## src/hdl/mduh_pkg.sv

```systemverilog
`timescale 1ns / 1ps
// ----------------------------------------------------------------------------
// mduh_pkg
// Types and constants shared by the multidimensional uniform histogram.
// ----------------------------------------------------------------------------
package mduh_pkg;

  localparam int unsigned STORE_DEPTH = 256;
  localparam int unsigned ADDR_W      = 8;
  localparam int unsigned COUNT_W     = 32;
  localparam int unsigned VALUE_W     = 32;
  localparam int unsigned BIN_W       = 5;
  localparam int unsigned NUM_W       = VALUE_W + BIN_W;
  localparam int unsigned STEP_W      = 3;
  localparam int unsigned FLAT_W      = 2 * BIN_W;
  localparam int unsigned CFG_AW      = 5;

  localparam logic [1:0] ST_COUNTED = 2'd0;
  localparam logic [1:0] ST_RANGE   = 2'd1;
  localparam logic [1:0] ST_READ    = 2'd2;

  localparam logic MODE_READ = 1'b1;

  localparam logic [2:0] REG_DIMS  = 3'd0;
  localparam logic [2:0] REG_BINS0 = 3'd1;
  localparam logic [2:0] REG_LOW0  = 3'd2;
  localparam logic [2:0] REG_HIGH0 = 3'd3;
  localparam logic [2:0] REG_BINS1 = 3'd4;
  localparam logic [2:0] REG_LOW1  = 3'd5;
  localparam logic [2:0] REG_HIGH1 = 3'd6;

  localparam logic [COUNT_W-1:0] COUNT_MAX = '1;

  typedef struct packed {
    logic                      mode;
    logic signed [VALUE_W-1:0] sample_x;
    logic signed [VALUE_W-1:0] sample_y;
    logic [ADDR_W-1:0]         read_bin;
  } mduh_in_t;

  typedef struct packed {
    logic [1:0]         status;
    logic [ADDR_W-1:0]  flat_bin;
    logic [COUNT_W-1:0] bin_count;
  } mduh_out_t;

  typedef struct packed {
    logic             done;
    logic             in_range;
    logic [BIN_W-1:0] bin;
  } mduh_lane_res_t;

  typedef struct packed {
    logic               en;
    logic [ADDR_W-1:0]  addr;
    logic [COUNT_W-1:0] data;
  } mduh_wr_t;

endpackage

```

## src/hdl/mduh_lane.sv

```systemverilog
`timescale 1ns / 1ps
// ----------------------------------------------------------------------------
// mduh_lane
// One dimension: range check and bin number by restoring division, one
// quotient bit per cycle.
// ----------------------------------------------------------------------------
module mduh_lane import mduh_pkg::*; (
  input  logic                      clk_i,
  input  logic                      rst_ni,
  input  logic                      go_i,
  input  logic signed [VALUE_W-1:0] value_i,
  input  logic signed [VALUE_W-1:0] low_i,
  input  logic signed [VALUE_W-1:0] high_i,
  input  logic [BIN_W-1:0]          nbins_i,
  output mduh_lane_res_t            res_o
);

  logic              run_q, run_d;
  logic              done_q, done_d;
  logic [STEP_W-1:0] cnt_q, cnt_d;
  logic [NUM_W-1:0]  rem_q, rem_d;
  logic [VALUE_W-1:0] span_q, span_d;
  logic [BIN_W-1:0]  quo_q, quo_d;
  logic              rng_q, rng_d;

  logic signed [VALUE_W:0] off;
  logic signed [VALUE_W:0] spn;
  logic [NUM_W-1:0]        trial;

  always_comb begin
    off   = {value_i[VALUE_W-1], value_i} - {low_i[VALUE_W-1], low_i};
    spn   = {high_i[VALUE_W-1], high_i} - {low_i[VALUE_W-1], low_i};
    trial = NUM_W'(span_q) << cnt_q;

    run_d  = run_q;
    done_d = 1'b0;
    cnt_d  = cnt_q;
    rem_d  = rem_q;
    span_d = span_q;
    quo_d  = quo_q;
    rng_d  = rng_q;

    if (go_i) begin
      run_d  = 1'b1;
      cnt_d  = STEP_W'(BIN_W - 1);
      rem_d  = NUM_W'(off[VALUE_W-1:0]) * NUM_W'(nbins_i);
      span_d = spn[VALUE_W-1:0];
      quo_d  = '0;
      rng_d  = !off[VALUE_W] && (value_i < high_i);
    end else if (run_q) begin
      if (rem_q >= trial) begin
        rem_d        = rem_q - trial;
        quo_d[cnt_q] = 1'b1;
      end
      if (cnt_q == '0) begin
        run_d  = 1'b0;
        done_d = 1'b1;
      end else begin
        cnt_d = cnt_q - 1'b1;
      end
    end
  end

  always_ff @(posedge clk_i or negedge rst_ni) begin
    if (!rst_ni) begin
      run_q  <= 1'b0;
      done_q <= 1'b0;
      cnt_q  <= '0;
    end else begin
      run_q  <= run_d;
      done_q <= done_d;
      cnt_q  <= cnt_d;
    end
  end

  always_ff @(posedge clk_i) begin
    rem_q  <= rem_d;
    span_q <= span_d;
    quo_q  <= quo_d;
    rng_q  <= rng_d;
  end

  assign res_o.done     = done_q;
  assign res_o.in_range = rng_q;
  assign res_o.bin      = quo_q;

endmodule

```

## config.mk

```make
export PLATFORM = sky130hd
export DESIGN_NAME = mduh_lane
export DESIGN_NICKNAME = d
export VERILOG_FILES = /design/src/hdl/mduh_pkg.sv /design/src/hdl/mduh_lane.sv
export SDC_FILE = /design/constraint.sdc
export NUM_CORES = 1
export LEC_CHECK = 0
export ABC_AREA = 1
export BUFFER_PORTS_ARGS = -buffer_cell sky130_fd_sc_hd__buf_4
export CAP_MARGIN = 25
export CORE_ASPECT_RATIO = 0.7
export CORE_MARGIN = 2
export CORE_UTILIZATION = 59
export CTS_CLUSTER_SIZE = 8
export DETAILED_ROUTE_END_ITERATION = 7
export PLACE_DENSITY = 0.77
export SYNTH_ARGS = -nofsm -noshare
export SYNTH_HDL_FRONTEND = slang
export SYNTH_SLANG_ARGS = --single-unit
```

## constraint.sdc

```tcl
create_clock -name clk_i -period 4.9 [get_ports clk_i]
set_input_delay 0.98 -clock clk_i [delete_from_list [all_inputs] [get_ports clk_i]]
set_output_delay 0.98 -clock clk_i [all_outputs]
set_load 0.05 [all_outputs]
```

==> results of run 1 <==
## repair_timing
action | CTS
setup buffers | 36
pin swaps | 97
resized for setup | 165
setup endpoints to repair | 30
## through the flow
stage / util / cells / setup TNS, ps / instance area, µm² / setup WS, ps
CTS: 0.799 / 3441 / -15630 / 22100 / -642
detailed placement: 0.754 / 3390 / -35460 / 20800 / -1330
floorplan: - / 2651 / -6590 / 17400 / -344
global placement: 0.754 / 3390 / -29930 / 20800 / -1140
## cell families after synthesis
| family | count (synthesis) | share of synthesized area |
|---|---|---|
| AND/OR/NAND/NOR | 1401 | 0.348 |
| multiplexers | 4 | 0.00244 |
| AO/OA/AOI/OAI | 409 | 0.133 |
| flip-flops | 80 | 0.142 |
| buffers and inverters | 436 | 0.100 |
| adder cells (fa/ha/maj) | 271 | 0.249 |
| XOR/XNOR | 50 | 0.0266 |
## metal layers
layer,global-route usage,GRT overflow
met1,0.771,6
met2,0.885,33
met3,0.633,3
met4,0.612,20
met5,0.566,1
==> impl_table.tex, run 1 <==
\begin{tabular}{lr}
\hline
Metric & Value \\
\hline
\multicolumn{2}{l}{\textbf{Synth}} \\
Syn nets & 3026 \\
Flip-flop and latch count after synthesis & 80 \\
Number of cells produced by synthesis & 2651 \\
Yosys top cell area share & 0.183 \\
Most numerous cell types in the synthesized netlist & nand2\_1 (803), inv\_1 (384), nor2\_1 (341), a21oi\_1 (197), ha\_1 (178) \\
Number of flops mapped to enable cells by yosys & 70 \\
Cell variety after synth & 41 \\
Leading area contributor after synthesis & nand2\_1 \\
Fraction of the yosys area taken by sequential cells & 0.142 \\
Post-synthesis instance area & 16400 µm² \\
Cell with the most instances after synthesis & nand2\_1 \\
Post-synth ARST share & 0.0625 \\
Leading register cell type out of synthesis & edfxtp\_1 \\
Mean instance size in the synthesized netlist & 6.20 µm² \\
Number of synthesis warnings & 0 \\
Top cells by area in the synthesized netlist & nand2\_1 (18\%), ha\_1 (14\%), edfxtp\_1 (13\%) \\
\multicolumn{2}{l}{\textbf{GRT}} \\
Leftover overflow at the end of global routing & 63 \\
Total Routing Usage GR & 0.746 \\
Antenna violations before repair & 17 \\
Maximum number of pins on one net before global-route repair & 64 \\
\multicolumn{2}{l}{\textbf{Placement}} \\
Input/output buffers & 110 \\
Final estimated routing congestion in global placement & 1.10 \\
HPWL after detailed placement & 54100 µm \\
\multicolumn{2}{l}{\textbf{Die}} \\
Die Span Y & 144 µm \\
Die width & 204 µm \\
Starting utilization of the core area & 0.595 \\
Number of cell rows & 51 \\
I/O pin count & 111 \\
\multicolumn{2}{l}{\textbf{Clock tree}} \\
Root buffer cell & clkbuf\_16 \\
Number of clock buffers inserted by TritonCTS & 9 \\
Number of H-tree branching levels & 3 \\
Clk buf depth & 2 \\
Clock tree sinks & 80 \\
Hold Buf Count CTS & 0 \\
\multicolumn{2}{l}{\textbf{STA}} \\
Worst endpoint type & sequential cell input \\
Worst setup endpoint after the global-route repair\_timing & rem\_q[21]\$\_DFFE\_PP\_/D \\
\multicolumn{2}{l}{\textbf{Status}} \\
Status & did not finish \\
Exit stage & global routing (5\_1\_grt) \\
Error that stopped the run & [ERROR GRT-0232] Routing congestion too high. Check the congestion heatmap in the GUI. \\
\hline
\end{tabular}
==> run 2: changes to the inputs <==
--- a/config.mk
+++ b/config.mk
@@ -8,12 +8,10 @@
 export ABC_AREA = 1
 export BUFFER_PORTS_ARGS = -buffer_cell sky130_fd_sc_hd__buf_4
 export CAP_MARGIN = 25
-export CORE_ASPECT_RATIO = 0.7
 export CORE_MARGIN = 2
-export CORE_UTILIZATION = 59
-export CTS_CLUSTER_SIZE = 8
+export CORE_UTILIZATION = 40
 export DETAILED_ROUTE_END_ITERATION = 7
-export PLACE_DENSITY = 0.77
+export PLACE_DENSITY_LB_ADDON = 0.15
 export SYNTH_ARGS = -nofsm -noshare
 export SYNTH_HDL_FRONTEND = slang
 export SYNTH_SLANG_ARGS = --single-unit
==> run 2 against run 1 <==
Against the previous run: the flow now finishes, with violations (setup timing); synthesized area unchanged; synthesized cell count unchanged.
==> impl_table.tex, run 2 <==
\begin{tabular}{lr}
\hline
Metric & Value \\
\hline
\multicolumn{2}{l}{\textbf{Status}} \\
Status & complete, but fails checks \\
Failing checks & setup timing \\
\multicolumn{2}{l}{\textbf{Layout}} \\
Post-route standard cell area excluding fillers & 23300 µm² \\
Area added between synthesis and finish & 41.8\% \\
Finished Layout Cells & 3624 \\
Ant. Diodes & 0 \\
Largest registers in the final layout & rem\_q: 37 flops, span\_q: 32 flops, quo\_q: 5 flops \\
Register containing the most flip-flops in the final layout & rem\_q \\
Share of final-layout standard cells stronger than drive strength 1 & 0.290 \\
Flip-flop count of the largest register after layout & 37 \\
Leading cell type in the layout, fill and taps excluded & nand2\_1 \\
Most frequent cells in the layout & nand2\_1 (713), buf\_4 (438), inv\_1 (348) \\
Net total in the final layout & approximately 3500 \\
Number of inserted filler cells in the final layout & between 4000 and 5000 \\
\multicolumn{2}{l}{\textbf{Synth}} \\
Number of cells produced by synthesis & 2651 (unchanged) \\
Leading register cell type out of synthesis & edfxtp\_1 \\
Yosys top cell area share & 0.183 (unchanged) \\
Mean instance size in the synthesized netlist & 6.20 µm² (unchanged) \\
Syn nets & 3026 (unchanged) \\
Number of synthesis warnings & 0 (unchanged) \\
Number of flops mapped to enable cells by yosys & 70 (unchanged) \\
Post-synthesis instance area & 16400 µm² (unchanged) \\
Flip-flop and latch count after synthesis & 80 (unchanged) \\
Post-synth ARST share & 0.0625 (unchanged) \\
Fraction of the yosys area taken by sequential cells & 0.142 (unchanged) \\
Leading area contributor after synthesis & nand2\_1 \\
Cell variety after synth & 41 (unchanged) \\
Cell with the most instances after synthesis & nand2\_1 \\
Top cells by area in the synthesized netlist & nand2\_1 (18\%), ha\_1 (14\%), edfxtp\_1 (13\%) \\
Most numerous cell types in the synthesized netlist & nand2\_1 (803), inv\_1 (384), nor2\_1 (341), a21oi\_1 (197), ha\_1 (178) \\
\multicolumn{2}{l}{\textbf{STA}} \\
Final worst setup slack & -638 ps \\
Worst setup skew after layout & $\sim$18 ps \\
Crit share post-route & 1.13 \\
Fin Hold WS & approximately 390 ps \\
Minimum clock period after layout & 5540 ps \\
Setup TNS Final & -12320 ps \\
RSZ-0062 raised after global routing & yes \\
Number of hold-slack violations in the final timing report & 0 \\
Max Fclk & about 180 MHz \\
Count of pins over their slew limit & 0 \\
Remaining max-slew budget at the tightest pin & 0.312 \\
Least-Margin Pin Slew & 1030 ps \\
Final setup violation count & 30 \\
\multicolumn{2}{l}{\textbf{Routing}} \\
Wire per inst & 17.7 µm \\
Total iterations of the first detailed-routing run & 6 \\
Number of vias per cell after detailed routing & about 5.2 \\
Number of DRC violations after detailed-routing iteration 0 & between 1000 and 1500 \\
Total number of vias & 18900 \\
Aggregate routed wire length & 64000 µm \\
Antenna-violating nets left & 0 \\
DRC violation count after routing & 0 \\
\multicolumn{2}{l}{\textbf{Power and ir drop}} \\
Sequential fraction of design power & 0.075 \\
Power density relative to cell area & 777 nW/µm² \\
Share of total power consumed by net switching & 0.554 \\
Switching component of the power & about 10 mW \\
LEAKAGE & 11.7 nW \\
Power Internal & 8.07 mW \\
VDD IR max & 0.330 mV \\
Portion of total power attributed to the clock network & 0.041 \\
Final Power & approximately 18 mW \\
Gate power share & 0.884 \\
\multicolumn{2}{l}{\textbf{Job}} \\
Max\_cap viols & 0 \\
\multicolumn{2}{l}{\textbf{GRT}} \\
Leftover overflow at the end of global routing & 0 \\
Antenna violations before repair & 0 \\
Total Routing Usage GR & 0.300 \\
Vias in the first global route & roughly 18000 \\
Maximum number of pins on one net before global-route repair & 77 \\
First-pass GRT wire length & 98800 µm \\
\multicolumn{2}{l}{\textbf{Worst setup path}} \\
Number of cells on the critical path & 29 \\
Kind of start point of the critical path & input port \\
Endpoint class of the critical path & flip-flop \\
Endpoint of the most critical setup path & rem\_q[32] \\
Required time at the endpoint of the critical path & 5020 ps \\
Worst Path Class, Setup & in -> reg \\
Max incr delay on CP & 560 ps \\
Worst Path Buf+Inv & 5 \\
Crit path arrival time & 5660 ps \\
Logic depth of the worst register-to-register path & 17 \\
Setup slack of the worst register-to-register path & 920 ps \\
Category of cells accounting for the largest share of critical-path delay & adder cells \\
Critical path peak fanout & 4 \\
Cell at the slowest stage of the critical path & fa\_1 \\
Launching instance or port of the critical path & value\_i[0] \\
Reg2reg start & cnt\_q[0] \\
Dominant cell type by count on the critical path & nand2\_1 \\
Worst R2R End & rem\_q[12] \\
\multicolumn{2}{l}{\textbf{Die}} \\
Number of cell rows & 74 (+45\%) \\
Die area & roughly 43000 µm² \\
Die Span Y & 207 µm (+44\%) \\
I/O pin count & 111 (unchanged) \\
Die width & 207 µm (+1.6\%) \\
Starting utilization of the core area & 0.404 (-0.191) \\
Area of the placeable core & 40700 µm² \\
\multicolumn{2}{l}{\textbf{Placement}} \\
Final estimated routing congestion in global placement & 1.03 (-6.5\%) \\
Placed Instances & 3552 (+4.8\%) \\
HPWL after detailed placement & 54500 µm (+0.74\%) \\
Input/output buffers & 110 (unchanged) \\
Placed cell area & 21100 µm² (+1.0\%) \\
\multicolumn{2}{l}{\textbf{Clock tree}} \\
Clock tree from TritonCTS & built \\
Clock Latency Late Sink & 370 ps \\
Clock tree sinks & 80 (unchanged) \\
Number of clock buffers inserted by TritonCTS & 9 (unchanged) \\
Root buffer cell & clkbuf\_16 \\
Clock slew at the register clock pins of the worst setup and hold paths & about 80 ps \\
Clk buf depth & 2 (unchanged) \\
Hold Buf Count CTS & 0 (unchanged) \\
Number of H-tree branching levels & 3 (unchanged) \\
\multicolumn{2}{l}{\textbf{Min path}} \\
Type of the tightest min-delay check & in -> async \\
\hline
\end{tabular}
-- run 2: final cells by class --
class / instances / area (µm²) / area share
inverter: 390 / 1480 / 0.0635
tap: 532 / 666 / 0.0286
clock buffer: 9 / 225 / 0.00966
multi-input combinational: 2135 / 14800 / 0.635
sequential: 80 / 2330 / 0.0998
clock inverter: 7 / 91.3 / 0.00392
timing repair buffer: 471 / 3720 / 0.159
-- run 2: how the worst min path moves through the flow --
stage,startpoint,depth (start not counted),endpoint,slack (ps)
after floorplan,run_q,3,done_q,610
after global placement,quo_q[2],2,quo_q[2],440
after detailed placement,quo_q[0],2,quo_q[0],440
after CTS,rst_ni,1,done_q,390
after global routing,rst_ni,1,done_q,390
final,rst_ni,1,done_q,390
-- run 2: metal layers --
| layer | global-route usage | vias to the layer above | part of all wire |
|---|---|---|---|
| met5 | 0 | - | 0 |
| met4 | 0.108 | 0 | 0.034 |
| met3 | 0.0270 | 73 | 0.049 |
| met2 | 0.493 | 510 | 0.46 |
| met1 | 0.412 | 8887 | 0.46 |
| li1 | - | 9414 | - |
-- run 2: metrics by stage --
stage / setup WS [ps] / utilization
CTS: -565 / 0.560
detailed placement: -1280 / 0.517
global placement: -1230 / 0.517
floorplan: -344 / -
finish: -638 / 0.572
global route: -813 / 0.572
-- run 2: logic make-up after synthesis --
logic type / share of synthesized area
simple gates: 0.348
flops: 0.142
xor+xnor: 0.0266
mux: 0.00244
compound gates: 0.133
fa+ha+maj: 0.249
buf+inv: 0.100
-- run 2: timing repair --
| action | CTS | global route |
|---|---|---|
| pin swaps | 188 | 68 |
| gates resized for setup | 303 | 91 |
| buffers inserted | 42 | 16 |
| endpoints found under the setup margin | 30 | 31 |
-- run 2: power groups by stage --
| stage | logic, mW | clock network, mW | registers [mW] |
|---|---|---|---|
| 6_report | 16.0 | 0.739 | 1.36 |
| 5_1_grt | 17.5 | 0.777 | 1.37 |
| 4_1_cts | 15.2 | 0.753 | 1.35 |
| 3_5_place_dp | 13.4 | 0 | 1.37 |
| 3_3_place_gp | 13.4 | 0 | 1.36 |
| 2_1_floorplan | 8.91 | 0 | 1.32 |
No activity file was read; power rests on OpenSTA's default activity.
==> run 3: changes to the inputs <==
--- a/config.mk
+++ b/config.mk
@@ -7,7 +7,7 @@
 export LEC_CHECK = 0
 export ABC_AREA = 1
 export BUFFER_PORTS_ARGS = -buffer_cell sky130_fd_sc_hd__buf_4
-export CAP_MARGIN = 25
+export CAP_MARGIN = 40
 export CORE_MARGIN = 2
 export CORE_UTILIZATION = 40
 export DETAILED_ROUTE_END_ITERATION = 7
@@ -15,3 +15,4 @@
 export SYNTH_ARGS = -nofsm -noshare
 export SYNTH_HDL_FRONTEND = slang
 export SYNTH_SLANG_ARGS = --single-unit
+export TNS_END_PERCENT = 1
==> run 3 against run 2 <==
Against the previous run: the flow still finishes with violations (setup timing); sequential cell count stayed put; largest cell class unchanged; first-iteration DRC count is 11% higher; critical path type unchanged; critical path depth shrank 1.
==> impl_table.tex, run 3 (same netlist as run 2, synthesis figures left out) <==
\begin{tabular}{lr}
\hline
Metric & Value \\
\hline
\multicolumn{2}{l}{\textbf{Status}} \\
Status & complete, but fails checks \\
Failing checks & setup timing \\
\multicolumn{2}{l}{\textbf{Power and ir drop}} \\
VDD IR max & 0.421 mV (+27\%) \\
Power Internal & 7.70 mW (-4.6\%) \\
Power density relative to cell area & 761 nW/µm² (-2.1\%) \\
Gate power share & 0.880 (-0.004) \\
LEAKAGE & 11.6 nW (-0.84\%) \\
Sequential fraction of design power & 0.078 (+0.003) \\
Portion of total power attributed to the clock network & 0.042 (about the same) \\
Share of total power consumed by net switching & 0.555 (+0.00123) \\
Switching component of the power & 9.62 mW (-4.1\%) \\
Final Power & 17.3 mW (-4.3\%) \\
\multicolumn{2}{l}{\textbf{Clock tree}} \\
Hold Buf Count CTS & 0 (unchanged) \\
Number of clock buffers inserted by TritonCTS & 9 (unchanged) \\
Clock tree from TritonCTS & built \\
Clock Latency Late Sink & 370 ps (about the same) \\
Root buffer cell & clkbuf\_16 \\
Clk buf depth & 2 (unchanged) \\
Number of H-tree branching levels & 3 (unchanged) \\
Clock slew at the register clock pins of the worst setup and hold paths & 70 ps (about the same) \\
Clock tree sinks & 80 (unchanged) \\
\multicolumn{2}{l}{\textbf{Layout}} \\
Ant. Diodes & 0 (unchanged) \\
Flip-flop count of the largest register after layout & 37 (unchanged) \\
Largest registers in the final layout & rem\_q: 37 flops, span\_q: 32 flops, quo\_q: 5 flops \\
Finished Layout Cells & 3635 (+0.30\%) \\
Register containing the most flip-flops in the final layout & rem\_q \\
Share of final-layout standard cells stronger than drive strength 1 & 0.266 (-0.0242) \\
Area added between synthesis and finish & 38.5\% \\
Net total in the final layout & 3473 (+0.32\%) \\
Leading cell type in the layout, fill and taps excluded & nand2\_1 \\
Most frequent cells in the layout & nand2\_1 (740), buf\_4 (471), inv\_1 (369) \\
\multicolumn{2}{l}{\textbf{GRT}} \\
Maximum number of pins on one net before global-route repair & 43 (-44\%) \\
Leftover overflow at the end of global routing & 0 (unchanged) \\
Antenna violations before repair & 0 (unchanged) \\
Total Routing Usage GR & 0.310 (+0.0101) \\
Vias in the first global route & 17900 (-0.80\%) \\
First-pass GRT wire length & 100000 µm (+1.6\%) \\
\multicolumn{2}{l}{\textbf{STA}} \\
Minimum clock period after layout & 5510 ps (-27.9 ps) \\
Final setup violation count & 30 (unchanged) \\
Remaining max-slew budget at the tightest pin & 0.515 (+0.203) \\
Number of hold-slack violations in the final timing report & 0 (unchanged) \\
Final worst setup slack & -610 ps (+27.9 ps) \\
Worst setup skew after layout & 5.95 ps (-11.6 ps) \\
Crit share post-route & 1.12 (-0.00570) \\
Count of pins over their slew limit & 0 (unchanged) \\
Least-Margin Pin Slew & 720 ps (-312 ps) \\
RSZ-0062 raised after global routing & yes \\
Max Fclk & 181 MHz (+0.51\%) \\
Fin Hold WS & 392 ps (-1.29 ps) \\
\multicolumn{2}{l}{\textbf{Placement}} \\
HPWL after detailed placement & 57700 µm (+5.9\%) \\
Placed Instances & 3596 (+1.2\%) \\
Final estimated routing congestion in global placement & 1.05 (+2.2\%) \\
Minimum setup slack after placement & -1350 ps (-70.2 ps) \\
Input/output buffers & 110 (unchanged) \\
\multicolumn{2}{l}{\textbf{Die}} \\
Area of the placeable core & 40700 µm² (unchanged) \\
Number of cell rows & 74 (unchanged) \\
Starting utilization of the core area & 0.404 (unchanged) \\
Die Span Y & 207 µm (unchanged) \\
Die area & 42700 µm² (unchanged) \\
Die width & 207 µm (unchanged) \\
I/O pin count & 111 (unchanged) \\
\multicolumn{2}{l}{\textbf{Routing}} \\
Total number of vias & 18800 (-0.58\%) \\
Total iterations of the first detailed-routing run & 5 (-1) \\
Number of DRC violations after detailed-routing iteration 0 & 1475 (+11\%) \\
Wire per inst & 18.3 µm (+3.4\%) \\
DRC violation count after routing & 0 (unchanged) \\
Aggregate routed wire length & 66400 µm (+3.7\%) \\
Antenna-violating nets left & 0 (unchanged) \\
Number of vias per cell after detailed routing & 5.16 (-0.88\%) \\
\multicolumn{2}{l}{\textbf{Min path}} \\
Type of the tightest min-delay check & in -> async \\
\multicolumn{2}{l}{\textbf{Job}} \\
Max\_cap viols & 0 (unchanged) \\
\multicolumn{2}{l}{\textbf{Worst setup path}} \\
Endpoint class of the critical path & flip-flop \\
Required time at the endpoint of the critical path & 5030 ps (about the same) \\
Critical path peak fanout & 4 (unchanged) \\
Kind of start point of the critical path & input port \\
Worst Path Class, Setup & in -> reg \\
Crit path arrival time & 5640 ps (-20 ps) \\
\hline
\end{tabular}
-- run 3: cell types whose count changed in the layout (fill, tap and decap cells not counted), sizes merged --
cell      previous run  this run
buf                471       482
clkinvlp             1         3
clkinv               9         7
-- run 3: cell type report --
type | count | area, µm²
Fill cell | 4104 | 18000
Multi-Input combinational cell | 2135 | 14300
Timing Repair Buffer | 482 | 3700
Sequential cell | 80 | 2330
Inverter | 390 | 1480
Tap cell | 532 | 666
Clock buffer | 9 | 225
Clock inverter | 7 | 87.6
-- run 3: power by group through the flow --
| stage | Sequential [mW] | Clock, mW | Combinational, mW |
|---|---|---|---|
| floorplan | 1.32 | 0 | 8.48 |
| global placement | 1.36 | 0 | 13.5 |
| detailed placement | 1.36 | 0 | 13.6 |
| CTS | 1.35 | 0.745 | 14.5 |
| global route | 1.37 | 0.769 | 16.8 |
| finish | 1.35 | 0.731 | 15.2 |
-- run 3: timing repair --
item,4_1_cts,5_1_grt
pin swaps,92,82
setup endpoints to repair,32,32
buffers inserted,10,13
gates resized for setup,166,120
-- run 3: through the flow --
step	util	TNS, ps	area, µm²
after floorplan	-	-7390	17100
after global placement	0.518	-32450	21100
after detailed placement	0.518	-34220	21100
after CTS	0.544	-14260	22200
after global routing	0.559	-20980	22800
final	0.559	-14170	22800
-- run 3: routing by layer --
metal | global-route usage | wire (µm)
met1 | 0.428 | 30100
met3 | 0.0397 | 3770
met4 | 0.0894 | 2090
met2 | 0.507 | 30400
met5 | 0 | 0
-- run 3: final timing paths --
path | start | to | slack (ps) | cells past startpoint
setup / recovery | low_i[0] | rem_q[34] | -610 | 28
hold / removal | rst_ni | done_q | 390 | 1
setup reg to reg | cnt_q[2] | rem_q[25] | 990 | 15
hold reg to reg | quo_q[0] | quo_q[0] | 460 | 2
max in group asynchronous | rst_ni | cnt_q[1] | 4400 | 1
min in group clk_i | quo_q[0] | quo_q[0] | 460 | 2
-- run 3: worst max-delay path, cell delays in order --
cell and delay, ps:
buf_4 130, ha_4 180, fa_2 390, o21ai_4 170, nand2_2 90, nand2_4 90, buf_4 110, nand2_2 60
nand2_4 100, xnor2_4 160, buf_6 150, nor2_2 30, fa_1 470, fa_1 510, inv_1 60, fa_1 540
inv_1 70, ha_4 330, nand2_4 90, nor2_4 120, inv_1 70, buf_4 150, nor3_4 220, nand3_2 100
nand2_1 70, nand2_1 50, nand3_2 70, nand2_1 70
==> run 4: changes to the inputs <==
--- a/config.mk
+++ b/config.mk
@@ -9,8 +9,9 @@
 export BUFFER_PORTS_ARGS = -buffer_cell sky130_fd_sc_hd__buf_4
 export CAP_MARGIN = 40
 export CORE_MARGIN = 2
-export CORE_UTILIZATION = 40
+export CORE_UTILIZATION = 50
 export DETAILED_ROUTE_END_ITERATION = 7
+export MAX_ROUTING_LAYER = met4
 export PLACE_DENSITY_LB_ADDON = 0.15
 export SYNTH_ARGS = -nofsm -noshare
 export SYNTH_HDL_FRONTEND = slang
==> run 4 against run 3 <==
Against the previous run: the run still ends with setup timing left; combinational power barely moved; cell count shrank 2.7%; clock power increased by 12%; global-route usage increased by 7.4 points; die area shrank 20%; via count grew 2.9%; maximum frequency down 1.2%; critical endpoint is now rem_q[20]; highest routed layer unchanged.
==> impl_table.tex, run 4 (same netlist as run 2, synthesis figures left out) <==
\begin{tabular}{lr}
\hline
Metric & Value \\
\hline
\multicolumn{2}{l}{\textbf{Die}} \\
Die area & 34400 µm² (-20\%) \\
Area of the placeable core & 32500 µm² (-20\%) \\
I/O pin count & 111 (unchanged) \\
Die width & 185 µm (-10\%) \\
Starting utilization of the core area & 0.507 (+0.103) \\
Number of cell rows & 66 (-11\%) \\
Die Span Y & 185 µm (-10\%) \\
\multicolumn{2}{l}{\textbf{Clock tree}} \\
Hold Buf Count CTS & 0 (unchanged) \\
Number of clock buffers inserted by TritonCTS & 9 (unchanged) \\
Clock tree sinks & 80 (unchanged) \\
Clock tree from TritonCTS & built \\
Number of H-tree branching levels & 3 (unchanged) \\
Clock slew at the register clock pins of the worst setup and hold paths & 70 ps (about the same) \\
Root buffer cell & clkbuf\_16 \\
Clk buf depth & 2 (unchanged) \\
Clock Latency Late Sink & 360 ps (about the same) \\
\multicolumn{2}{l}{\textbf{Routing}} \\
DRC violation count after routing & 0 (unchanged) \\
Wire per inst & 18.4 µm (+0.62\%) \\
Total iterations of the first detailed-routing run & 6 (+1) \\
Aggregate routed wire length & 65000 µm (-2.1\%) \\
Antenna-violating nets left & 0 (unchanged) \\
Number of vias per cell after detailed routing & 5.46 (+5.8\%) \\
Number of DRC violations after detailed-routing iteration 0 & 1639 (+11\%) \\
Total number of vias & 19300 (+2.9\%) \\
\multicolumn{2}{l}{\textbf{STA}} \\
Count of pins over their slew limit & 0 (unchanged) \\
Setup TNS Final & -16040 ps (-1870 ps) \\
Minimum clock period after layout & 5580 ps (+69.4 ps) \\
Remaining max-slew budget at the tightest pin & 0.469 (-0.0463) \\
Crit share post-route & 1.14 (+0.0142) \\
Max Fclk & 179 MHz (-1.2\%) \\
Number of hold-slack violations in the final timing report & 0 (unchanged) \\
Least-Margin Pin Slew & 797 ps (+77.0 ps) \\
RSZ-0062 raised after global routing & yes \\
Worst setup skew after layout & 13.0 ps (+7.02 ps) \\
Final setup violation count & 30 (unchanged) \\
Final worst setup slack & -680 ps (-69.4 ps) \\
\multicolumn{2}{l}{\textbf{Worst setup path}} \\
Setup slack of the worst register-to-register path & 660 ps (-330 ps) \\
Kind of start point of the critical path & input port \\
Critical path peak fanout & 4 (unchanged) \\
Logic depth of the worst register-to-register path & 16 (+1) \\
Category of cells accounting for the largest share of critical-path delay & buffers and inverters \\
Required time at the endpoint of the critical path & 5000 ps (-30 ps) \\
Crit path arrival time & 5680 ps (+40 ps) \\
Worst Path Buf+Inv & 16 (+9) \\
Cell at the slowest stage of the critical path & fa\_1 \\
Dominant cell type by count on the critical path & buf\_4 \\
Reg2reg start & cnt\_q[0] \\
Endpoint class of the critical path & flip-flop \\
Worst R2R End & rem\_q[13] \\
Worst Path Class, Setup & in -> reg \\
Max incr delay on CP & 430 ps (-110 ps) \\
\multicolumn{2}{l}{\textbf{GRT}} \\
Maximum number of pins on one net before global-route repair & 65 (+51\%) \\
Vias in the first global route & 18400 (+2.2\%) \\
Antenna violations before repair & 1 (+1) \\
First-pass GRT wire length & 98500 µm (-1.9\%) \\
Total Routing Usage GR & 0.384 (+0.0735) \\
Leftover overflow at the end of global routing & 0 (unchanged) \\
\multicolumn{2}{l}{\textbf{Layout}} \\
Register containing the most flip-flops in the final layout & rem\_q \\
Flip-flop count of the largest register after layout & 37 (unchanged) \\
Most frequent cells in the layout & nand2\_1 (748), buf\_4 (456), inv\_1 (369) \\
Share of final-layout standard cells stronger than drive strength 1 & 0.257 (-0.00884) \\
Number of inserted filler cells in the final layout & 2812 (-31\%) \\
Net total in the final layout & 3463 (-0.29\%) \\
Leading cell type in the layout, fill and taps excluded & nand2\_1 \\
Area added between synthesis and finish & 37.3\% \\
Largest registers in the final layout & rem\_q: 37 flops, span\_q: 32 flops, quo\_q: 5 flops \\
\multicolumn{2}{l}{\textbf{Power and ir drop}} \\
Final Power & 17.1 mW (-1.3\%) \\
LEAKAGE & 11.6 nW (-0.47\%) \\
VDD IR max & 0.421 mV (about the same) \\
Power density relative to cell area & 758 nW/µm² (-0.40\%) \\
\multicolumn{2}{l}{\textbf{Status}} \\
Failing checks & setup timing \\
Status & complete, but fails checks \\
\multicolumn{2}{l}{\textbf{Placement}} \\
Minimum setup slack after placement & -1330 ps (+24.9 ps) \\
HPWL after detailed placement & 54600 µm (-5.4\%) \\
Input/output buffers & 110 (unchanged) \\
Final estimated routing congestion in global placement & 1.06 (+0.73\%) \\
\multicolumn{2}{l}{\textbf{Min path}} \\
Type of the tightest min-delay check & in -> async \\
\multicolumn{2}{l}{\textbf{Job}} \\
Max\_cap viols & 0 (unchanged) \\
\hline
\end{tabular}
## run 4: how the worst max path moves through the flow
stage	from	endpoint	slack [ps]	cells past startpoint
after floorplan	value_i[0]	rem_q[21]	-360	24
after global placement	low_i[12]	rem_q[19]	-1270	25
after detailed placement	low_i[12]	rem_q[27]	-1330	27
after CTS	value_i[0]	rem_q[35]	-600	28
after global routing	value_i[0]	rem_q[36]	-870	27
final	low_i[3]	rem_q[20]	-680	34
## run 4: per-stage QoR
stage          cells  instance area (µm²)  hold WS [ps]  utilization
2_1_floorplan   2651                17100           609            -
3_3_place_gp    3489                20800           438        0.642
3_5_place_dp    3489                20800           440        0.642
4_1_cts         3526                21900           400        0.675
5_1_grt         3536                22600           405        0.696
6_report        3536                22600           403        0.696
## run 4: timing repair
item                       in CTS  in global routing
setup endpoints to repair      30                 32
gates resized for setup       149                119
setup buffers                  21                  9
pin swaps                      76                 56
## run 4: where the power goes
| part | internal (mW) | switching, mW |
|---|---|---|
| combinational | 5.94 | 8.99 |
| clock | 0.504 | 0.315 |
| sequential | 1.21 | 0.145 |
| total | 7.65 | 9.45 |
## run 4: final cells by class
class / count / area, µm² / area share
Antenna cell: 1 / 2.50 / 0.000111
Clock buffer: 9 / 225 / 0.00998
Clock inverter: 7 / 125 / 0.00554
Inverter: 390 / 1470 / 0.0652
Multi-Input combinational cell: 2135 / 14200 / 0.630
Sequential cell: 80 / 2330 / 0.103
Tap cell: 442 / 553 / 0.0245
Timing Repair Buffer: 472 / 3640 / 0.161
## run 4: per-layer routing
metal | vias to the layer above | part of all wire | GRT usage
met2 | 866 | 0.46 | 0.603
met3 | 140 | 0.081 | 0.0576
li1 | 9401 | - | -
met5 | - | 0 | -
met4 | 0 | 0.043 | 0.149
met1 | 8912 | 0.42 | 0.497
